===== src/rtl/lagw_pkg.sv =====
`timescale 1ns / 1ps
// ----------------------------------------------------------------------------
// lagw_pkg
// Shared types and constants of the lattice aggregation walker step block.
// ----------------------------------------------------------------------------
package lagw_pkg;

    // register indexes of the configuration port
    localparam logic [1:0] CFG_END_COUNT   = 2'd0;
    localparam logic [1:0] CFG_STICK_THRES = 2'd1;
    localparam logic [1:0] CFG_ADD_RATIO   = 2'd2;
    localparam logic [1:0] CFG_KILL_RATIO  = 2'd3;

    // integer square root unit: operand is dist2 << 16, below 2^28
    localparam int SQ_W    = 28;
    localparam int SQ_ITER = 14;
    localparam int ROOT_W  = 14;

    typedef enum logic [2:0] {
        EV_SPAWNED  = 3'd0,
        EV_BLOCKED  = 3'd1,
        EV_MOVED    = 3'd2,
        EV_STUCK    = 3'd3,
        EV_REMOVED  = 3'd4,
        EV_REJECTED = 3'd5,
        EV_FINISHED = 3'd6,
        EV_HALTED   = 3'd7
    } ev_t;

    typedef enum logic [4:0] {
        ST_CLEAR,
        ST_CENTRE,
        ST_IDLE,
        ST_EVAL,
        ST_SPAWN_CHK,
        ST_KILL,
        ST_TGT_CHK,
        ST_MOVE_SET,
        ST_NB_RD,
        ST_NB_CHK,
        ST_STICK,
        ST_SQRT_WAIT,
        ST_GROW1,
        ST_GROW2,
        ST_GROW3,
        ST_GROW4,
        ST_DONE
    } state_t;

    typedef enum logic [1:0] {
        MEM_IDLE,
        MEM_READ,
        MEM_WRITE
    } mem_op_t;

    typedef enum logic [2:0] {
        A_CLEAR,
        A_CENTRE,
        A_WALKER,
        A_TARGET,
        A_SPAWN,
        A_NB
    } addr_sel_t;

    typedef struct packed {
        logic      latch;
        mem_op_t   mem_op;
        addr_sel_t asel;
        logic      wbit;
        logic      calc;
        logic      set_event;
        ev_t       ev;
        logic      spawn_take;
        logic      kill_take;
        logic      move_take;
        logic      stick_clr;
        logic      nb_acc;
        logic      deact;
        logic      sqrt_start;
        logic      grow1;
        logic      grow2;
        logic      grow3;
        logic      grow4;
        logic      out_load;
        logic      clr_step;
    } cmd_t;

    typedef struct packed {
        logic clear_last;
        logic halted;
        logic active;
        logic count_lt_end;
        logic spawn_in_grid;
        logic kill;
        logic tgt_in_grid;
        logic rd_bit;
        logic nb_last;
        logic stick;
        logic sqrt_done;
        logic rr_gt_cluster;
        logic spawn_lt_need;
        logic out_free;
    } sts_t;

endpackage


===== src/rtl/lagw_ctrl.sv =====
`timescale 1ns / 1ps
// ----------------------------------------------------------------------------
// lagw_ctrl
// Sequencer of the memory clear after reset and of one step: memory accesses, neighbour scan and radius growth.
// ----------------------------------------------------------------------------
module lagw_ctrl
    import lagw_pkg::*;
(
    input  logic aclk,
    input  logic aresetn,
    input  logic s_tvalid,
    output logic s_tready,
    input  sts_t sts,
    output cmd_t cmd
);

    state_t state_reg, state_next;

    always_ff @(posedge aclk) begin
        if (!aresetn) begin
            state_reg <= ST_CLEAR;
        end else begin
            state_reg <= state_next;
        end
    end

    always_comb begin
        state_next = state_reg;
        case (state_reg)
            ST_CLEAR:     if (sts.clear_last) state_next = ST_CENTRE;
            ST_CENTRE:    state_next = ST_IDLE;
            ST_IDLE:      if (s_tvalid) state_next = ST_EVAL;
            ST_EVAL: begin
                if (sts.halted) state_next = ST_DONE;
                else if (sts.active) state_next = ST_KILL;
                else if (sts.count_lt_end && sts.spawn_in_grid) state_next = ST_SPAWN_CHK;
                else state_next = ST_DONE;
            end
            ST_SPAWN_CHK: state_next = ST_DONE;
            ST_KILL: begin
                if (sts.kill || !sts.tgt_in_grid) state_next = ST_DONE;
                else state_next = ST_TGT_CHK;
            end
            ST_TGT_CHK:   state_next = sts.rd_bit ? ST_DONE : ST_MOVE_SET;
            ST_MOVE_SET:  state_next = ST_NB_RD;
            ST_NB_RD:     state_next = ST_NB_CHK;
            ST_NB_CHK:    state_next = sts.nb_last ? ST_STICK : ST_NB_RD;
            ST_STICK:     state_next = sts.stick ? ST_SQRT_WAIT : ST_DONE;
            ST_SQRT_WAIT: if (sts.sqrt_done) state_next = ST_GROW1;
            ST_GROW1:     state_next = sts.rr_gt_cluster ? ST_GROW2 : ST_DONE;
            ST_GROW2:     state_next = sts.spawn_lt_need ? ST_GROW3 : ST_GROW4;
            ST_GROW3:     state_next = ST_GROW4;
            ST_GROW4:     state_next = ST_DONE;
            ST_DONE:      if (sts.out_free) state_next = ST_IDLE;
            default:      state_next = ST_IDLE;
        endcase
    end

    always_comb begin
        cmd      = '0;
        s_tready = 1'b0;
        case (state_reg)
            ST_CLEAR: begin
                cmd.mem_op   = MEM_WRITE;
                cmd.asel     = A_CLEAR;
                cmd.clr_step = 1'b1;
            end
            ST_CENTRE: begin
                cmd.mem_op = MEM_WRITE;
                cmd.asel   = A_CENTRE;
                cmd.wbit   = 1'b1;
            end
            ST_IDLE: begin
                s_tready  = 1'b1;
                cmd.latch = s_tvalid;
            end
            ST_EVAL: begin
                cmd.calc = 1'b1;
                if (sts.halted) begin
                    cmd.set_event = 1'b1;
                    cmd.ev        = EV_HALTED;
                end else if (sts.active) begin
                    cmd.set_event = 1'b0;
                end else if (sts.count_lt_end) begin
                    if (sts.spawn_in_grid) begin
                        cmd.mem_op = MEM_READ;
                        cmd.asel   = A_SPAWN;
                    end else begin
                        cmd.set_event = 1'b1;
                        cmd.ev        = EV_BLOCKED;
                    end
                end else begin
                    cmd.set_event = 1'b1;
                    cmd.ev        = EV_FINISHED;
                end
            end
            ST_SPAWN_CHK: begin
                cmd.set_event = 1'b1;
                if (sts.rd_bit) begin
                    cmd.ev = EV_BLOCKED;
                end else begin
                    cmd.ev         = EV_SPAWNED;
                    cmd.mem_op     = MEM_WRITE;
                    cmd.asel       = A_SPAWN;
                    cmd.wbit       = 1'b1;
                    cmd.spawn_take = 1'b1;
                end
            end
            ST_KILL: begin
                if (sts.kill) begin
                    cmd.mem_op    = MEM_WRITE;
                    cmd.asel      = A_WALKER;
                    cmd.kill_take = 1'b1;
                    cmd.set_event = 1'b1;
                    cmd.ev        = EV_REMOVED;
                end else if (!sts.tgt_in_grid) begin
                    cmd.set_event = 1'b1;
                    cmd.ev        = EV_REJECTED;
                end else begin
                    cmd.mem_op = MEM_READ;
                    cmd.asel   = A_TARGET;
                end
            end
            ST_TGT_CHK: begin
                if (sts.rd_bit) begin
                    cmd.set_event = 1'b1;
                    cmd.ev        = EV_REJECTED;
                end else begin
                    cmd.mem_op = MEM_WRITE;
                    cmd.asel   = A_WALKER;
                end
            end
            ST_MOVE_SET: begin
                cmd.mem_op    = MEM_WRITE;
                cmd.asel      = A_TARGET;
                cmd.wbit      = 1'b1;
                cmd.move_take = 1'b1;
                cmd.stick_clr = 1'b1;
            end
            ST_NB_RD: begin
                cmd.mem_op = MEM_READ;
                cmd.asel   = A_NB;
            end
            ST_NB_CHK: begin
                cmd.asel   = A_NB;
                cmd.nb_acc = 1'b1;
            end
            ST_STICK: begin
                cmd.set_event = 1'b1;
                if (sts.stick) begin
                    cmd.ev         = EV_STUCK;
                    cmd.deact      = 1'b1;
                    cmd.sqrt_start = 1'b1;
                end else begin
                    cmd.ev = EV_MOVED;
                end
            end
            ST_GROW1: cmd.grow1 = sts.rr_gt_cluster;
            ST_GROW2: cmd.grow2 = 1'b1;
            ST_GROW3: cmd.grow3 = 1'b1;
            ST_GROW4: cmd.grow4 = 1'b1;
            ST_DONE:  cmd.out_load = sts.out_free;
            default: ;
        endcase
    end

endmodule

===== config.mk =====
export PLATFORM = sky130hd
export DESIGN_NAME = lagw_ctrl
export DESIGN_NICKNAME = d
export VERILOG_FILES = /design/src/rtl/lagw_pkg.sv /design/src/rtl/lagw_ctrl.sv
export SDC_FILE = /design/constraint.sdc
export NUM_CORES = 1
export LEC_CHECK = 0
export BUFFER_PORTS_ARGS = -buffer_cell sky130_fd_sc_hd__buf_2
export CAP_MARGIN = 10
export CORE_MARGIN = 4
export CORE_UTILIZATION = 35
export DETAILED_ROUTE_END_ITERATION = 8
export PLACE_DENSITY = 0.66
export SLEW_MARGIN = 20
export SYNTH_ARGS = -nofsm -noshare
export SYNTH_HDL_FRONTEND = slang
export SYNTH_SLANG_ARGS = --single-unit

===== constraint.sdc =====
create_clock -name aclk -period 1.71 [get_ports aclk]
set_input_delay 0.0855 -clock aclk [delete_from_list [all_inputs] [get_ports aclk]]
set_output_delay 0.0855 -clock aclk [all_outputs]
set_load 0.01 [all_outputs]

# After elaboration in Yosys (flattened, before gate mapping)
# Index checks and enable logic that the tools add are counted.
[op_classes]
n_eq_ne = 20
n_mux = 53
reduce_logical = 9
[ops]
columns = ["op", "count"]
rows = [
  ["one-hot mux 5 bit (15 select lines)", 1],
  ["2-to-1 mux 5 bit", 13],
  ["2-to-1 mux 4 bit", 11],
  ["equality test 5 x 4 -> 1 bit (second input constant)", 8],
  ["one-hot mux 3 bit (7 select lines)", 1],
  ["equality test 5 x 3 -> 1 bit (second input constant)", 4],
  ["one-hot mux 4 bit (5 select lines)", 1],
  ["2-to-1 mux 1 bit", 18],
  ["one-hot mux 2 bit (6 select lines)", 1],
  ["equality test 5 x 2 -> 1 bit (second input constant)", 2],
  ["2-to-1 mux 2 bit", 4],
  ["inequality test 2 bit (second input constant)", 4],
  ["2-to-1 mux 6 bit", 1],
  ["OR reduction 2 bit", 3],
  ["equality test 5 x 1 -> 1 bit (second input constant)", 1],
  ["equality test 5 bit (second input constant)", 1],
  ["logical NOT 5 bit", 1],
  ["AND reduction 4 bit", 1],
  ["2-to-1 mux 3 bit", 1],
  ["OR reduction 3 bit", 1],
  ["one-hot mux 1 bit (2 select lines)", 1],
  ["logical AND 1 bit", 1],
  ["logical NOT 1 bit", 1],
  ["logical OR 1 bit", 1],
]
[word_totals]
in_bits = 17
out_inout_bits = 26
reg_bits = 5

# Logic depth before layout (Yosys ltp)
# Gate-level depths: netlist of the first run.
[depth]
word_depth = 5
ltp_mapped = 7
mapped_depth_nobuf = 5

# Worst setup path after synthesis of the first run
# OpenSTA, ideal clock, no wires.
[synth_timing]
path_type = "reg2reg"
start = "register state_reg[0]"
end = "register state_reg[2]"
setup_time_ps = 126
arrival_time_ps = 1271
stages_incl_launch_ff = 7
path_slack_ps = 313
cell_sequence = "dfxtp_1 buf_4 nand2_1 xnor2_1 and4b_1 nor4_1 nor3_1"
[synth_between]
elab_chain_len = 3
word_cells_on_any_way = 23
classes_between = "eq/ne: 19; mux: 1; reduce/logical: 3"
[synth_rtl]
columns = ["item", "line_no", "rtl"]
rows = [
  ["from (decl)", "lagw_ctrl.sv:17", "state_t state_reg, state_next;"],
  ["from (signal assigned)", "lagw_ctrl.sv:23", "state_reg <= state_next;"],
  ["equality test 5 x 4 -> 1 bit, or another cell as far along", "lagw_ctrl.sv:29", "case (state_reg)"],
  ["OR reduction 2 bit (no source line) or inequality test 2 bit (tied branches)", "--", ""],
  ["one-hot mux 5 bit (15 select lines) or AND reduction 4 bit (tied branches)", "--", ""],
]
# Parallel ways exist; a longest one is shown, timed or not.
# A chain may end at the register's enable or synchronous reset.

==> impl_metrics.tcl, run 1 <==
set metrics [dict create \
    rows 17 \
    worstSetupStartpoint "state_reg[2]" \
    ir_drop_mv 0.427 \
    synth-edff-count 0 \
    netlist.top_cell.by_area "dfxtp_1" \
    synth_area_leaders "dfxtp_1, nor2_1, nor3_1" \
    end_kind "output pin" \
    io_pins 43 \
    drt_wl_total_um 3270 \
    pwr-share-comb_pct 57.8 \
    totalNegativeSetupSlack_ns 0 \
    max_freq_mhz 600 \
    die_w_um 57.6 \
    largest_reg_flops 5 \
    regArea_um2 119 \
    syn_to_final_growth_pct 51.8 \
    yosysUniqueCellTypes 40 \
    nets 208 \
    report.power.total_uw 708 \
    synth.most_common_cell "nor2_1" \
    required_ns 1.62 \
    fp.coreArea_mm2 0.00228 \
    r2r-start "state_reg[2]" \
    report.final.slew_viol_count 0 \
    p_clk_share_pct 19.5 \
    overflow 0 \
    synth.avg_cell_area_um2 6.58 \
    clkLatencyLatePin_ns 0.24 \
    hold_start "aresetn" \
    synth_top_area_share_pct 11.6 \
    ant_nets 0 \
    worstPathArrival_ns 1.58 \
    cts.sinks 5 \
    syn_area_um2 862 \
    p_int_uw 423 \
    synth-seq-area-share_pct 11.6 \
    initial_utilization_pct 37.9 \
    place.gp.congestion 0.923 \
    antenna_cells 0 \
    die_h_um 57.6 \
    rsz0062_at_grt "true" \
    dominantRegCellSynth "dfxtp_1" \
    met1_usage_pct 23.8 \
    root_buffer "clkbuf_4" \
    setup_viol 0 \
    cts.clk_slew.worst_paths_ns 0.05 \
    worst_pin_slew_ns 0.386 \
    p_per_area_mw_per_mm2 541 \
    cts_tree "yes" \
    status "complete, no violations" \
    grt_max_degree 18 \
    dieArea_mm2 0.00332 \
    critPathMaxFanout 8 \
    port_buffers 42 \
    fillers 221 \
    busiest_layer "met2" \
    synthTopCellsByCount "nor2_1, nand2_1, nor3_1" \
    first_pass_iters 4 \
    power_frac_seq_pct 22.7 \
    layout-drive-gt1-share_pct 46.3 \
    hold_class "input port to flop" \
    grt_use_total_pct 17.5 \
    slew_headroom_pct 74.1 \
    ys_seq_elements 5 \
    maxCapViolCount 0 \
    grt_use_met2_pct 27.7 \
    power_switching_uw 285 \
    netSwitchingFraction_pct 40.2 \
    clockBufferDepth 2 \
    utilization_pct 57.5 \
    first_iter_violations 64 \
    p_leak_nw 0.647 \
    crit_type "flop to output pin" \
    antenna_found_initial 0 \
    hold_viol 0 \
    yosys_warnings 0 \
    dp_hpwl_um 2320 \
    synth_nets 148 \
    wl_per_cell_um 15.0 \
    grt_pass1_vias 1030 \
    use_met3_pct 4.45 \
    multiInputGateArea_um2 703 \
    cts_max_level 1 \
    ys_async_sr_fraction_pct 0 \
    fin_crit_sh_pct 97.4 \
    skew_ns 0.00514 \
    vias_per_cell 5.64 \
    drc 0 \
    startpoint_type "flop" \
    period_minus_slack_ns 1.67 \
    vias 1229 \
    cts-buffers-inserted 3 \
    syn_inst 131 \
    grt_pass1_wl_um 4730 \
]
-- cell type report --
class / instances / area share (%)
clock buffer: 4 / 2.01
inverter: 4 / 1.15
multi-input combinational: 111 / 53.7
sequential: 5 / 9.08
tap: 28 / 2.68
timing repair buffer: 66 / 31.4
-- placed cells by master (no fill, tap or decap), types with 3 or more instances in the layout --
| master | instances |
|---|---|
| buf_4 | 20 |
| nor4_1 | 5 |
| clkbuf_4 | 3 |
| dfxtp_4 | 5 |
| o21ai_0 | 7 |
| a21oi_1 | 8 |
| nor2b_1 | 3 |
| nand3b_1 | 4 |
| nor3_1 | 10 |
| nand4b_1 | 3 |
| a31oi_1 | 5 |
| nand2_1 | 10 |
| and3_1 | 3 |
| nor2_2 | 4 |
| nand2b_1 | 6 |
| buf_2 | 42 |
| nor2_1 | 12 |
-- worst max-delay path, cell delays in order, from the launching register on --
cell and delay [ns]:
dfxtp_4 0.40, clkbuf_2 0.20, nand3b_1 0.21, nor4b_1 0.34, buf_2 0.18
-- power groups by stage --
stage	Sequential [mW]	Clock, mW	Combinational [mW]
floorplan	0.142	0	0.220
global placement	0.163	0	0.334
detailed placement	0.164	0	0.344
CTS	0.164	0.142	0.350
global route	0.164	0.156	0.444
finish	0.161	0.138	0.409
-- logic make-up (layout without fill, tap and decap cells) --
family | after synthesis | count (layout) | share of synthesized area (%)
compound gates | 29 | 29 | 19.9
xor+xnor | 2 | 2 | 2.03
buf+inv | 15 | 74 | 10.9
flops | 5 | 5 | 11.6
mux | 1 | 1 | 1.31
simple gates | 79 | 79 | 54.3
-- per-layer routing --
metal	vias up	part of all wire, %
met5	-	0
met4	0	0.31
met3	2	9.5
met2	65	49
met1	565	41
li1	597	-
-- through the flow --
stage	area, um2	std cells	hold slack (ns)	worst slack [ns]
2_1_floorplan	862	131	0.195	0.313
3_3_place_gp	1110	199	0.340	0.0711
3_5_place_dp	1110	199	0.346	0.0329
4_1_cts	1160	205	0.0788	0.00312
5_1_grt	1310	218	0.0897	-0.0488
6_report	1310	218	0.0875	0.0443
-- path summary, 6_finish.rpt --
check | end | slack, ns | cells past startpoint
worst max-delay path | cmd[5] | 0.04 | 4
worst min register to register | state_reg[0] | 0.75 | 4
worst max register to register | state_reg[1] | 0.12 | 5
worst min-delay path | state_reg[4] | 0.09 | 3
-- repair_timing --
item / CTS / global route
buffers inserted: 2 / 13
gates resized for setup: 7 / 13
pin swaps: 1 / 5
setup endpoints to repair: 11 / 10
hold buffers: 0 / 0
Power figures use the tool's default switching activity.
==> run 2: changes to the inputs <==
- CORE_UTILIZATION: 35 -> 40
- PLACE_DENSITY: 0.66 -> 0.73
==> impl_metrics.tcl, run 2 (synthesized netlist as in run 1, its figures left out) <==
set metrics [dict create \
    root_buffer "clkbuf_4" \
    port_buffers 42 \
    place.gp.congestion 0.906 \
    cts_max_level 1 \
    initial_utilization_pct 43.1 \
    wl_per_cell_um 14.0 \
    overflow 0 \
    dp_hpwl_um 2310 \
    critical_path.top_delay_family "simple AND/OR/NAND/NOR gates" \
    period_minus_slack_ns 1.65 \
    status "complete, no violations" \
    critPathMaxFanout 6 \
    place_inst 203 \
    grt_pass1_wl_um 4570 \
    die_h_um 54.4 \
    end_kind "output pin" \
    crit_type "flop to output pin" \
    required_ns 1.62 \
    dieArea_mm2 0.00296 \
    report.final.slew_viol_count 0 \
    hold_viol 0 \
    path_cells "clkbuf_2 > nand3b_1 > or3_4 > o21ai_0 > buf_2" \
    critPathBufInv 2 \
    p_per_area_mw_per_mm2 535 \
    clkLatencyLatePin_ns 0.24 \
    hold_class "input port to flop" \
    fin_cells 217 \
    first_pass_iters 4 \
    cts-buffers-inserted 3 \
    syn_to_final_growth_pct 49.3 \
    cpPeakStageDelay_ns 0.37 \
    cts.clk_slew.worst_paths_ns 0.05 \
    first_iter_violations 38 \
    skew_ns 0.00418 \
    drt_wl_total_um 3030 \
    grt_use_total_pct 20.2 \
    layout_common_cells "buf_2, buf_4, nor2_1" \
    final_common_cell "buf_2" \
    die_w_um 54.4 \
    postCtsHoldBufs 0 \
    rows 16 \
    largest_reg_flops 5 \
    worstPathArrival_ns 1.57 \
    antenna_cells 0 \
    startpoint_type "flop" \
    maxCapViolCount 0 \
    cts_tree "yes" \
    cp_slowest_cell "or3_4" \
    clockBufferDepth 2 \
    cts.sinks 5 \
    worst_pin_slew_ns 0.323 \
    io_pins 43 \
    nets 208 \
    setup_viol 0 \
    max_freq_mhz 604 \
    fp.coreArea_mm2 0.00200 \
    antenna_found_initial 0 \
    vias_per_cell 5.60 \
    grt_pass1_vias 1095 \
    ant_nets 0 \
    vias 1216 \
    drc 0 \
    layout-drive-gt1-share_pct 46.3 \
    ir_drop_mv 0.427 \
    slew_headroom_pct 78.3 \
    fin_crit_sh_pct 96.8 \
    totalNegativeSetupSlack_ns 0 \
    grt_max_degree 18 \
    p_leak_nw 0.649 \
]
[run 2: changes by cell type in the layout (fill, tap and decap cells not counted), sizes merged]
cell,change
clkbuf,-1
buf,+1
[run 2: routing by layer]
| layer | vias to the layer above | global-route usage [%] | share of wire, % |
|---|---|---|---|
| li1 | 600 | - | - |
| met3 | 4 | 2.72 | 9.4 |
| met2 | 66 | 35.9 | 47 |
| met1 | 546 | 25.6 | 43 |
| met5 | - | 0 | 0 |
| met4 | 0 | 4.56 | 0.26 |
[run 2: report_power, final]
| group | switching, mW | total (mW) | internal, mW |
|---|---|---|---|
| sequential | 0.0305 | 0.159 | 0.128 |
| combinational | 0.199 | 0.395 | 0.196 |
| clock | 0.0468 | 0.135 | 0.0881 |
[run 2: layout make-up]
type,instances,area [um2]
fillers,182,714
multi-input cells,111,707
repair buffers,66,392
flip-flops and latches,5,114
well taps,27,33.8
clock buffers,4,26.3
inverters,4,15.0
[run 2: worst paths after layout]
kind / start / to / slack, ns / depth (start not counted)
setup reg to reg: state_reg[0] / state_reg[2] / 0.13 / 5
setup / recovery: state_reg[4] / cmd[20] / 0.06 / 5
hold reg to reg: state_reg[3] / state_reg[0] / 0.73 / 4
hold / removal: aresetn / state_reg[4] / 0.09 / 3
[run 2: worst reg2reg max path, stage by stage, from the launching register on]
cell and delay [ns]:
dfxtp_4 0.37, buf_4 0.14, or3_1 0.41, and4b_1 0.23
nor4_1 0.24, nor3_1 0.07
[run 2: per-stage QoR]
| step | area [um2] | worst slack (ns) | hold WS (ns) | util, % | power, mW |
|---|---|---|---|---|---|
| 4_1_cts | 1190 | 0.00219 | 0.0917 | 59.4 | 0.637 |
| 3_3_place_gp | 1130 | 0.0729 | 0.338 | 56.6 | 0.490 |
| 6_report | 1290 | 0.0555 | 0.0935 | 64.3 | 0.689 |
| 5_1_grt | 1290 | -0.00845 | 0.104 | 64.3 | 0.743 |
| 2_1_floorplan | 862 | 0.313 | 0.195 | - | 0.361 |
| 3_5_place_dp | 1130 | 0.0840 | 0.346 | 56.6 | 0.495 |
[run 2: what timing repair did]
| action | in CTS | in global routing |
|---|---|---|
| setup buffers | 2 | 8 |
| setup endpoints to repair | 9 | 14 |
| pin swaps | 2 | 7 |
| gates resized for setup | 6 | 13 |
